==> src/hdl/greedy_word_wrap_defines.svh <==
// ----------------------------------------------------------------------------
// Greedy word wrap assertion macros
// Assertion helpers for the checks in the top-level word wrapper file.
// ----------------------------------------------------------------------------
`ifndef GREEDY_WORD_WRAP_DEFINES_SVH
`define GREEDY_WORD_WRAP_DEFINES_SVH

// The consequent holds in the same cycle as the antecedent.
`define GWW_ASSERT_SAME(lbl, clk, rst_n, ante, cons, msg) \
    lbl: assert property (@(posedge clk) disable iff (!(rst_n)) (ante) |-> (cons)) \
        else $error(msg);

// The consequent holds in the cycle after the antecedent.
`define GWW_ASSERT_NEXT(lbl, clk, rst_n, ante, cons, msg) \
    lbl: assert property (@(posedge clk) disable iff (!(rst_n)) (ante) |=> (cons)) \
        else $error(msg);

`endif

==> src/hdl/gww_pkg.sv <==
// ----------------------------------------------------------------------------
// Greedy word wrap package
// Shared constants, command and status types for the word wrapper.
// ----------------------------------------------------------------------------
package gww_pkg;

    localparam int BYTE_W      = 8;
    localparam int CFG_W       = 8;
    localparam int LL_W        = 9;
    localparam int MAX_WORD    = 32;
    localparam int IDX_W       = (MAX_WORD > 1) ? $clog2(MAX_WORD) : 1;
    localparam int WC_W        = $clog2(MAX_WORD + 1);
    localparam int RAM_ADDR_W  = IDX_W + 1;
    localparam int RAM_DEPTH   = 1 << RAM_ADDR_W;
    localparam int BANKS       = 2;
    localparam int BUSY_W      = 2;
    localparam int CMD_DEPTH   = 4;

    localparam logic [BYTE_W-1:0] CH_SPACE    = 8'd32;
    localparam logic [BYTE_W-1:0] CH_END      = 8'd0;
    localparam logic [BYTE_W-1:0] CH_NL       = 8'd10;
    localparam logic [CFG_W-1:0]  WIDTH_RESET = 8'd80;

    typedef struct packed {
        logic            is_end;
        logic [WC_W-1:0] wc;
        logic            cut;
        logic            bank;
    } t_cmd;

    typedef struct packed {
        logic idle;
        logic release_bank;
    } t_back_status;

    typedef enum logic [2:0] {
        BK_IDLE,
        BK_NL,
        BK_WORD,
        BK_SPACE,
        BK_FINAL
    } t_back_state;

endpackage

==> src/hdl/gww_ram.sv <==
// ----------------------------------------------------------------------------
// Generic RAM
// One write port and one read port with registered read data.
// ----------------------------------------------------------------------------
module gww_ram #(
    parameter int WIDTH = 8,
    parameter int DEPTH = 64
) (
    input  logic                                   i_clk,
    input  logic                                   i_we,
    input  logic [((DEPTH > 1) ? $clog2(DEPTH) : 1)-1:0] i_waddr,
    input  logic [WIDTH-1:0]                       i_wdata,
    input  logic                                   i_re,
    input  logic [((DEPTH > 1) ? $clog2(DEPTH) : 1)-1:0] i_raddr,
    output logic [WIDTH-1:0]                       o_rdata
);

    logic [WIDTH-1:0] r_mem [DEPTH];
    logic [WIDTH-1:0] r_rdata;

    always_ff @(posedge i_clk) begin
        if (i_we) begin
            r_mem[i_waddr] <= i_wdata;
        end
        if (i_re) begin
            r_rdata <= r_mem[i_raddr];
        end
    end

    assign o_rdata = r_rdata;

endmodule

==> src/hdl/gww_cmd_fifo.sv <==
// ----------------------------------------------------------------------------
// Command queue
// Small register queue that carries flush commands from front to back.
// ----------------------------------------------------------------------------
module gww_cmd_fifo #(
    parameter int DEPTH = gww_pkg::CMD_DEPTH
) (
    input  logic          i_clk,
    input  logic          i_rst_n,
    input  logic          i_push,
    input  gww_pkg::t_cmd i_cmd,
    output logic          o_full,
    input  logic          i_pop,
    output logic          o_valid,
    output gww_pkg::t_cmd o_head
);

    localparam int PTR_W = (DEPTH > 1) ? $clog2(DEPTH) : 1;
    localparam int CNT_W = $clog2(DEPTH + 1);

    gww_pkg::t_cmd    r_mem [DEPTH];
    logic [PTR_W-1:0] r_wr_ptr;
    logic [PTR_W-1:0] r_rd_ptr;
    logic [CNT_W-1:0] r_count;
    logic             w_do_push;
    logic             w_do_pop;

    assign o_full    = (r_count == CNT_W'(DEPTH));
    assign o_valid   = (r_count != '0);
    assign o_head    = r_mem[r_rd_ptr];
    assign w_do_push = i_push && !o_full;
    assign w_do_pop  = i_pop && o_valid;

    always_ff @(posedge i_clk) begin
        if (w_do_push) begin
            r_mem[r_wr_ptr] <= i_cmd;
        end
    end

    always_ff @(posedge i_clk) begin
        if (!i_rst_n) begin
            r_wr_ptr <= '0;
            r_rd_ptr <= '0;
            r_count  <= '0;
        end else begin
            if (w_do_push) begin
                r_wr_ptr <= (r_wr_ptr == PTR_W'(DEPTH - 1)) ? '0 : r_wr_ptr + PTR_W'(1);
            end
            if (w_do_pop) begin
                r_rd_ptr <= (r_rd_ptr == PTR_W'(DEPTH - 1)) ? '0 : r_rd_ptr + PTR_W'(1);
            end
            case ({w_do_push, w_do_pop})
                2'b10:   r_count <= r_count + CNT_W'(1);
                2'b01:   r_count <= r_count - CNT_W'(1);
                default: r_count <= r_count;
            endcase
        end
    end

endmodule

==> src/hdl/gww_front.sv <==
// ----------------------------------------------------------------------------
// Word wrap front end
// Accepts text bytes, gathers words into the store and issues flush commands.
// ----------------------------------------------------------------------------
module gww_front (
    input  logic                                 i_clk,
    input  logic                                 i_rst_n,
    input  logic                                 i_push,
    output logic                                 o_full,
    input  logic [gww_pkg::BYTE_W-1:0]           i_in_byte,
    input  logic                                 i_release,
    input  logic                                 i_fifo_full,
    output logic                                 o_cmd_push,
    output gww_pkg::t_cmd                        o_cmd,
    output logic                                 o_ram_we,
    output logic [gww_pkg::RAM_ADDR_W-1:0]       o_ram_waddr,
    output logic [gww_pkg::BYTE_W-1:0]           o_ram_wdata,
    output logic [gww_pkg::BUSY_W-1:0]           o_busy
);

    logic [gww_pkg::WC_W-1:0]   r_wc;
    logic [gww_pkg::WC_W-1:0]   n_wc;
    logic                       r_cut;
    logic                       n_cut;
    logic                       r_bank;
    logic                       n_bank;
    logic [gww_pkg::BUSY_W-1:0] r_busy;
    logic [gww_pkg::BUSY_W-1:0] n_busy;
    logic                       w_accept;
    logic                       w_claim;

    assign o_full      = i_fifo_full || (r_busy == gww_pkg::BUSY_W'(gww_pkg::BANKS));
    assign w_accept    = i_push && !o_full;
    assign o_ram_waddr = {r_bank, r_wc[gww_pkg::IDX_W-1:0]};
    assign o_ram_wdata = i_in_byte;
    assign o_busy      = r_busy;

    always_comb begin
        n_wc        = r_wc;
        n_cut       = r_cut;
        n_bank      = r_bank;
        w_claim     = 1'b0;
        o_cmd_push  = 1'b0;
        o_ram_we    = 1'b0;
        o_cmd.is_end = (i_in_byte == gww_pkg::CH_END);
        o_cmd.wc    = r_wc;
        o_cmd.cut   = r_cut;
        o_cmd.bank  = r_bank;
        if (w_accept) begin
            if (i_in_byte == gww_pkg::CH_SPACE || i_in_byte == gww_pkg::CH_END) begin
                o_cmd_push = (r_wc != '0) || (i_in_byte == gww_pkg::CH_END);
                w_claim    = (r_wc != '0);
                n_bank     = r_bank ^ (r_wc != '0);
                n_wc       = '0;
                n_cut      = 1'b0;
            end else if (r_wc < gww_pkg::WC_W'(gww_pkg::MAX_WORD)) begin
                o_ram_we = 1'b1;
                n_wc     = r_wc + gww_pkg::WC_W'(1);
            end else begin
                n_cut = 1'b1;
            end
        end
        n_busy = r_busy + gww_pkg::BUSY_W'(w_claim) - gww_pkg::BUSY_W'(i_release);
    end

    always_ff @(posedge i_clk) begin
        if (!i_rst_n) begin
            r_wc   <= '0;
            r_cut  <= 1'b0;
            r_bank <= 1'b0;
            r_busy <= '0;
        end else begin
            r_wc   <= n_wc;
            r_cut  <= n_cut;
            r_bank <= n_bank;
            r_busy <= n_busy;
        end
    end

endmodule

==> src/hdl/gww_back.sv <==
// ----------------------------------------------------------------------------
// Word wrap back end
// Executes flush commands: wrap decision, word walk, space and final newline.
// ----------------------------------------------------------------------------
module gww_back (
    input  logic                             i_clk,
    input  logic                             i_rst_n,
    input  logic                             i_cfg_we,
    input  logic [gww_pkg::CFG_W-1:0]        i_cfg_wdata,
    input  logic                             i_cmd_valid,
    input  gww_pkg::t_cmd                    i_cmd,
    output logic                             o_cmd_pop,
    output logic                             o_rd_en,
    output logic [gww_pkg::RAM_ADDR_W-1:0]   o_rd_addr,
    input  logic [gww_pkg::BYTE_W-1:0]       i_rd_data,
    output gww_pkg::t_back_status            o_status,
    output logic                             o_empty,
    input  logic                             i_pop,
    output logic [gww_pkg::BYTE_W-1:0]       o_out_byte,
    output logic                             o_run_last,
    output logic                             o_text_done,
    output logic                             o_word_cut
);

    gww_pkg::t_back_state      r_state;
    gww_pkg::t_back_state      n_state;
    gww_pkg::t_cmd             r_cmd;
    gww_pkg::t_cmd             n_cmd;
    logic [gww_pkg::IDX_W-1:0] r_idx;
    logic [gww_pkg::IDX_W-1:0] n_idx;
    logic [gww_pkg::LL_W-1:0]  r_line_len;
    logic [gww_pkg::LL_W-1:0]  n_line_len;
    logic [gww_pkg::CFG_W-1:0] r_width;
    logic                      r_out_valid;
    logic                      n_out_valid;
    logic [gww_pkg::BYTE_W-1:0] r_out_byte;
    logic [gww_pkg::BYTE_W-1:0] n_out_byte;
    logic                      r_run_last;
    logic                      n_run_last;
    logic                      r_done;
    logic                      n_done;
    logic                      r_cut;
    logic                      n_cut;
    logic                      w_can_emit;
    logic                      w_wrap;

    assign w_can_emit = !r_out_valid || i_pop;
    assign w_wrap = ({1'b0, r_line_len} + (gww_pkg::LL_W + 1)'(i_cmd.wc))
                    > (gww_pkg::LL_W + 1)'(r_width);

    assign o_empty     = !r_out_valid;
    assign o_out_byte  = r_out_byte;
    assign o_run_last  = r_run_last;
    assign o_text_done = r_done;
    assign o_word_cut  = r_cut;

    always_comb begin
        n_state     = r_state;
        n_cmd       = r_cmd;
        n_idx       = r_idx;
        n_line_len  = r_line_len;
        n_out_valid = r_out_valid && !i_pop;
        n_out_byte  = r_out_byte;
        n_run_last  = r_run_last;
        n_done      = r_done;
        n_cut       = r_cut;
        o_cmd_pop   = 1'b0;
        o_rd_en     = 1'b0;
        o_rd_addr   = {r_cmd.bank, r_idx + gww_pkg::IDX_W'(1)};
        o_status.idle         = (r_state == gww_pkg::BK_IDLE);
        o_status.release_bank = 1'b0;
        unique case (r_state)
            gww_pkg::BK_IDLE: begin
                if (i_cmd_valid) begin
                    o_cmd_pop = 1'b1;
                    n_cmd     = i_cmd;
                    n_idx     = '0;
                    if (i_cmd.wc != '0) begin
                        o_rd_en   = 1'b1;
                        o_rd_addr = {i_cmd.bank, gww_pkg::IDX_W'(0)};
                        n_state   = w_wrap ? gww_pkg::BK_NL : gww_pkg::BK_WORD;
                    end else begin
                        n_state = gww_pkg::BK_FINAL;
                    end
                end
            end
            gww_pkg::BK_NL: begin
                if (w_can_emit) begin
                    n_out_valid = 1'b1;
                    n_out_byte  = gww_pkg::CH_NL;
                    n_run_last  = 1'b0;
                    n_done      = 1'b0;
                    n_cut       = r_cmd.cut;
                    n_line_len  = '0;
                    n_state     = gww_pkg::BK_WORD;
                end
            end
            gww_pkg::BK_WORD: begin
                if (w_can_emit) begin
                    n_out_valid = 1'b1;
                    n_out_byte  = i_rd_data;
                    n_run_last  = 1'b0;
                    n_done      = 1'b0;
                    n_cut       = r_cmd.cut;
                    o_rd_en     = 1'b1;
                    n_idx       = r_idx + gww_pkg::IDX_W'(1);
                    if (gww_pkg::WC_W'(r_idx) + gww_pkg::WC_W'(1) == r_cmd.wc) begin
                        n_state = gww_pkg::BK_SPACE;
                    end
                end
            end
            gww_pkg::BK_SPACE: begin
                if (w_can_emit) begin
                    n_out_valid = 1'b1;
                    n_out_byte  = gww_pkg::CH_SPACE;
                    n_run_last  = !r_cmd.is_end;
                    n_done      = 1'b0;
                    n_cut       = r_cmd.cut;
                    n_line_len  = r_line_len + gww_pkg::LL_W'(r_cmd.wc) + gww_pkg::LL_W'(1);
                    o_status.release_bank = 1'b1;
                    n_state = r_cmd.is_end ? gww_pkg::BK_FINAL : gww_pkg::BK_IDLE;
                end
            end
            gww_pkg::BK_FINAL: begin
                if (w_can_emit) begin
                    n_out_valid = 1'b1;
                    n_out_byte  = gww_pkg::CH_NL;
                    n_run_last  = 1'b1;
                    n_done      = 1'b1;
                    n_cut       = 1'b0;
                    n_line_len  = '0;
                    n_state     = gww_pkg::BK_IDLE;
                end
            end
            default: begin
                n_state = gww_pkg::BK_IDLE;
            end
        endcase
    end

    always_ff @(posedge i_clk) begin
        if (!i_rst_n) begin
            r_state     <= gww_pkg::BK_IDLE;
            r_line_len  <= '0;
            r_out_valid <= 1'b0;
        end else begin
            r_state     <= n_state;
            r_line_len  <= n_line_len;
            r_out_valid <= n_out_valid;
        end
    end

    always_ff @(posedge i_clk) begin
        if (!i_rst_n) begin
            r_width <= gww_pkg::WIDTH_RESET;
        end else if (i_cfg_we) begin
            r_width <= i_cfg_wdata;
        end
    end

    always_ff @(posedge i_clk) begin
        r_cmd      <= n_cmd;
        r_idx      <= n_idx;
        r_out_byte <= n_out_byte;
        r_run_last <= n_run_last;
        r_done     <= n_done;
        r_cut      <= n_cut;
    end

endmodule

==> src/hdl/greedy_word_wrap.sv <==
// ----------------------------------------------------------------------------
// Greedy word wrap
// Streams text one byte per transaction and emits it wrapped to a line width.
//
// Input side: a queue write port (push, full) carrying one text byte. Space
// separates words and byte zero ends the text. Result side: a queue read port
// (empty, pop); each transaction is one emitted byte with its flags.
// A word byte is taken and produces nothing. A space that ends a word, or an
// end byte, queues a flush command. For a word the back end emits an optional
// newline, the word bytes from the two-bank word store and a space; for the
// end of text it then emits a final newline. The word store read port walks
// one byte per cycle while the receiver keeps popping, and the back end takes
// the next flush command only once it is idle again.
// The front keeps accepting bytes while the back works, until both store
// banks hold words not yet emitted or the command queue is full.
// Write the line width through i_cfg_we / i_cfg_wdata only while the block
// is idle; the block itself does not enforce this. Reset clears the word,
// bank and line counters and the queues and sets the width to 80. When the
// receiver stops popping, the back end holds its result and stalls.
// ----------------------------------------------------------------------------
`include "greedy_word_wrap_defines.svh"

module greedy_word_wrap #(
    parameter int CMD_DEPTH = gww_pkg::CMD_DEPTH
) (
    input  logic                          i_clk,
    input  logic                          i_rst_n,
    input  logic                          i_cfg_we,
    input  logic [gww_pkg::CFG_W-1:0]     i_cfg_wdata,
    input  logic                          push,
    output logic                          full,
    input  logic [gww_pkg::BYTE_W-1:0]    i_in_byte,
    output logic                          empty,
    input  logic                          pop,
    output logic [gww_pkg::BYTE_W-1:0]    o_out_byte,
    output logic                          o_run_last,
    output logic                          o_text_done,
    output logic                          o_word_cut
);

    logic                              w_fifo_full;
    logic                              w_cmd_push;
    gww_pkg::t_cmd                     w_cmd_in;
    logic                              w_cmd_valid;
    gww_pkg::t_cmd                     w_cmd_head;
    logic                              w_cmd_pop;
    logic                              w_ram_we;
    logic [gww_pkg::RAM_ADDR_W-1:0]    w_ram_waddr;
    logic [gww_pkg::BYTE_W-1:0]        w_ram_wdata;
    logic                              w_ram_re;
    logic [gww_pkg::RAM_ADDR_W-1:0]    w_ram_raddr;
    logic [gww_pkg::BYTE_W-1:0]        w_ram_rdata;
    logic [gww_pkg::BUSY_W-1:0]        w_busy;
    gww_pkg::t_back_status             w_back_status;

    gww_front u_front (
        .i_clk       (i_clk),
        .i_rst_n     (i_rst_n),
        .i_push      (push),
        .o_full      (full),
        .i_in_byte   (i_in_byte),
        .i_release   (w_back_status.release_bank),
        .i_fifo_full (w_fifo_full),
        .o_cmd_push  (w_cmd_push),
        .o_cmd       (w_cmd_in),
        .o_ram_we    (w_ram_we),
        .o_ram_waddr (w_ram_waddr),
        .o_ram_wdata (w_ram_wdata),
        .o_busy      (w_busy)
    );

    gww_cmd_fifo #(
        .DEPTH (CMD_DEPTH)
    ) u_cmd_fifo (
        .i_clk   (i_clk),
        .i_rst_n (i_rst_n),
        .i_push  (w_cmd_push),
        .i_cmd   (w_cmd_in),
        .o_full  (w_fifo_full),
        .i_pop   (w_cmd_pop),
        .o_valid (w_cmd_valid),
        .o_head  (w_cmd_head)
    );

    gww_ram #(
        .WIDTH (gww_pkg::BYTE_W),
        .DEPTH (gww_pkg::RAM_DEPTH)
    ) u_word_store (
        .i_clk   (i_clk),
        .i_we    (w_ram_we),
        .i_waddr (w_ram_waddr),
        .i_wdata (w_ram_wdata),
        .i_re    (w_ram_re),
        .i_raddr (w_ram_raddr),
        .o_rdata (w_ram_rdata)
    );

    gww_back u_back (
        .i_clk       (i_clk),
        .i_rst_n     (i_rst_n),
        .i_cfg_we    (i_cfg_we),
        .i_cfg_wdata (i_cfg_wdata),
        .i_cmd_valid (w_cmd_valid),
        .i_cmd       (w_cmd_head),
        .o_cmd_pop   (w_cmd_pop),
        .o_rd_en     (w_ram_re),
        .o_rd_addr   (w_ram_raddr),
        .i_rd_data   (w_ram_rdata),
        .o_status    (w_back_status),
        .o_empty     (empty),
        .i_pop       (pop),
        .o_out_byte  (o_out_byte),
        .o_run_last  (o_run_last),
        .o_text_done (o_text_done),
        .o_word_cut  (o_word_cut)
    );

    `GWW_ASSERT_SAME(a_drained_no_banks, i_clk, i_rst_n,
                     w_back_status.idle && !w_cmd_valid, w_busy == '0,
                     "Store bank held with no flush pending.")
    `GWW_ASSERT_SAME(a_done_is_final_nl, i_clk, i_rst_n, !empty && o_text_done,
                     (o_out_byte == gww_pkg::CH_NL) && o_run_last && !o_word_cut,
                     "End-of-text result is malformed.")
    `GWW_ASSERT_NEXT(a_release_emits, i_clk, i_rst_n, w_back_status.release_bank,
                     !empty, "Bank released without a result.")

endmodule

==> config.mk <==
export PLATFORM = sky130hd
export DESIGN_NAME = greedy_word_wrap
export DESIGN_NICKNAME = d
export VERILOG_FILES = /design/src/hdl/gww_pkg.sv /design/src/hdl/gww_ram.sv /design/src/hdl/gww_cmd_fifo.sv /design/src/hdl/gww_front.sv /design/src/hdl/gww_back.sv /design/src/hdl/greedy_word_wrap.sv
export VERILOG_INCLUDE_DIRS = /design/src /design/src/hdl
export SDC_FILE = /design/constraint.sdc
export NUM_CORES = 1
export LEC_CHECK = 0
export BUFFER_PORTS_ARGS = -buffer_cell sky130_fd_sc_hd__buf_2
export CORE_MARGIN = 10
export CORE_UTILIZATION = 50
export CTS_CLUSTER_SIZE = 28
export DETAILED_ROUTE_END_ITERATION = 8
export GPL_TIMING_DRIVEN = 0
export PLACE_DENSITY = 0.66
export SKIP_LAST_GASP = 1
export SYNTH_ARGS = -nofsm -noshare
export SYNTH_HDL_FRONTEND = slang
export SYNTH_HIERARCHICAL = 1
export SYNTH_SLANG_ARGS = --single-unit
export TNS_END_PERCENT = 100
==> constraint.sdc <==
create_clock -name i_clk -period 6.9 [get_ports i_clk]
set_input_delay 0.345 -clock i_clk [delete_from_list [all_inputs] [get_ports i_clk]]
set_output_delay 0.345 -clock i_clk [all_outputs]
set_load 0.01 [all_outputs]
==> flow_metrics.tcl <==
set metrics [dict create \
    status "finished clean" \
    cts_made_buffers 66 \
    clk_pin_slew_ns 0.06 \
    async_flop_share_pct 0 \
    top_usage_layer "met2" \
    finalNetCount 1575 \
    yosysSeqAreaShare_pct 71.31 \
    grt-ovfl-total 0 \
    critPathMaxFanout 10 \
    p_per_area_mw_per_mm2 364.9 \
    wirelength_mm 59.19 \
    yosysWarnings 6 \
    die_y_microns 246.2 \
    whs_ns 0.1458 \
    peakVddDrop_uv 220.7 \
    coreArea_sq_mm 0.05038 \
    ios 34 \
    cts_tree "yes" \
    rsz0062_at_grt "no" \
    postCtsHoldBufs 8 \
    hold_class "in -> reg" \
    setup_violations 0 \
    synth_cell_types 76 \
    crit_type "reg -> reg" \
    fin_total_pwr_mw 10.48 \
    hold_viol_final 0 \
    regArea_sq_mm 0.01825 \
    die_w_microns 246.2 \
    port_buffers 32 \
    arrival_ns 5.70 \
    cap_violations 0 \
    layout-drive-gt1-share_pct 21.80 \
    drtAntennaViolNets 0 \
    dieArea_sq_mm 0.06063 \
    cts_setup_buffers 0 \
    crit_path_end_kind "flop" \
    finalCritPeriodShare_pct 78.47 \
    syn-cell-area_sq_mm 0.02559 \
    grt_pass1_wl_mm 87.80 \
    first_iter_violations 1510 \
    finalMaxSlewViolations 0 \
    vias 13578 \
    cts_root_buf "clkbuf_16" \
    clockBufferDepth 3 \
    initial_core_util_pct 50.80 \
    tightest_slew_ns 1.097 \
    cp-start-kind "flop" \
    yosys_register_bits 621 \
    firstDrtPassIters 5 \
    maxSlewHeadroom_pct 24.95 \
    post_cts_resized 0 \
    ff2ff_setup_slack_ns 1.49 \
    synth_edf_count 581 \
    syn2layout_area_growth_pct 12.26 \
    synth.avg_cell_area_sq_um 18.14 \
    fin_setup_tns_ns 0 \
    syn_nets 1466 \
    gp_congestion 0.9008 \
    skew_ns 0.02245 \
    required_ns 7.18 \
    std_cell_rows 82 \
    multi_input_area_sq_mm 0.006718 \
    htree_levels 3 \
    gr-usage-met2_pct 31.31 \
    hpwlAfterDp_mm 38.64 \
    clkSinkCount 621 \
    grt_max_degree 65 \
    synth_ff_type "edfxtp_1" \
    grt_antenna_before_repair 0 \
    leakagePower_nw 9.382 \
    grt_pass1_vias 13503 \
    grt_usage_pct 19.74 \
    wl_per_cell_microns 26.41 \
    diodes 0 \
    fmax_ghz 0.1847 \
    grt_use_met3_pct 4.036 \
    num-fill-cells 3787 \
    via_per_inst 6.059 \
    min_period_ns 5.415 \
    drc_errors 0 \
    met1_usage_pct 26.50 \
    netlist_instances 1411 \
    insertion_delay_ns 0.60 \
]
layout make-up:
| type | count | area share (%) |
|---|---|---|
| clock inverters | 30 | 0.9060 |
| well taps | 672 | 2.927 |
| multi-input cells | 678 | 23.39 |
| inverters | 31 | 0.4051 |
| repair buffers | 41 | 0.8624 |
| flip-flops and latches | 621 | 63.52 |
| plain buffers | 81 | 1.786 |
| clock buffers | 87 | 6.207 |
path summary, 6_finish.rpt:
path | from | endpoint | cells past startpoint
setup / recovery | flop | u_word_store/o_rdata[3]$_DFFE_PP_ | 13
hold / removal | i_rst_n | u_front/r_bank$_SDFFE_PN0P_ | 3
hold reg to reg | u_back/r_width[6]$_SDFFE_PN1P_ | u_back/r_width[6]$_SDFFE_PN1P_ | 2
setup reg to reg | flop | u_word_store/o_rdata[3]$_DFFE_PP_ | 13
stage by stage:
step	std cells	instance area [sq um]	util, %	worst slack [ns]
after floorplan	1411	25590	-	3.338
after global placement	2115	26590	52.78	1.590
after detailed placement	2116	26600	52.81	1.520
after CTS	2241	28730	57.02	1.504
after global routing	2241	28730	57.02	1.292
final	2241	28730	57.02	1.485
logic make-up after synthesis:
logic type / count (synthesis) / synth area share [%]
xor gates and xnor gates: 22 / 0.7530
buffers and inverters: 112 / 2.459
AOI/OAI and AO/OA: 138 / 3.936
and+or+nand+nor: 302 / 6.004
adders and majority gates: 34 / 1.750
DFF: 621 / 71.31
muxes: 182 / 13.79
layer usage:
layer  share of wire (%)  vias to the layer above  routed length (microns)
li1                    -                     5841                        -
met1                  41                     7064                    23990
met2                  48                      586                    28250
met3                 8.6                       87                     5078
met4                 3.2                        0                     1875
met5                   0                        -                        0
cell usage after synthesis, types with 7 or more instances:
cell type  instances  share of area (%)
a21o_1             7               0.21
a21oi_1           23               0.45
and2_1            17               0.42
buf_2             14               0.27
buf_4             30               0.88
clkbuf_1          24               0.35
dfxtp_1           40                3.1
edfxtp_1         581                 68
ha_1              31                1.5
inv_1             31               0.45
mux2_2            13               0.57
mux2i_1           33                1.3
mux4_2           135                 12
nand2_1           50               0.73
nand2b_1          13               0.32
nand3_1           22               0.43
nor2_1           108                1.6
nor2b_1           33               0.81
nor3_1            16               0.31
nor4_1             8               0.20
o21ai_0           13               0.25
o221ai_1           8               0.27
o22ai_1           12               0.29
xnor2_1           13               0.44
xor2_1             9               0.31
power breakdown:
group	leakage (nW)	total, mW	switching, mW	internal, mW
logic	2.82	2.80	1.67	1.13
clock network	1.00	3.37	1.40	1.97
registers	5.56	4.31	0.0526	4.26
total	9.38	10.5	3.12	7.36
critical path: stages (launching register included):
cell and delay, ns:
dfxtp_1 0.31, clkbuf_1 0.43, mux4_2 0.46, nor4_1 0.57
a21oi_2 0.24, nor2_1 0.14, buf_2 0.26, buf_4 0.28
clkbuf_1 0.79, buf_2 0.56, mux2i_1 0.42, a21oi_1 0.23
o21ai_1 0.24, o41ai_1 0.17
flip-flops by register name, indices dropped and copies added (netlist names), 5 cells and up, named ones only:
signal / cells
u_word_store/o_rdata: 8
u_back/r_width: 8
u_back/o_out_byte: 8
u_back/r_cmd: 9
u_back/r_idx: 5
u_cmd_fifo/r_mem: 36
u_front/r_wc: 6
u_back/r_line_len: 9
u_word_store/r_mem: 512
cell usage in the layout, fill, tap and decap left out, drive strengths merged, types with 17 or more instances in the layout:
cell	synthesis	routed
edfxtp	581	581
mux4	135	135
clkbuf	25	112
nor2	109	109
buf	56	89
nand2	51	51
dfxtp	40	40
nor2b	33	33
mux2i	33	33
inv	31	33
ha	31	31
a21oi	24	24
clkinv	0	23
nand3	22	22
and2	18	18
nor3	17	17
Power figures use the tool's default switching activity.
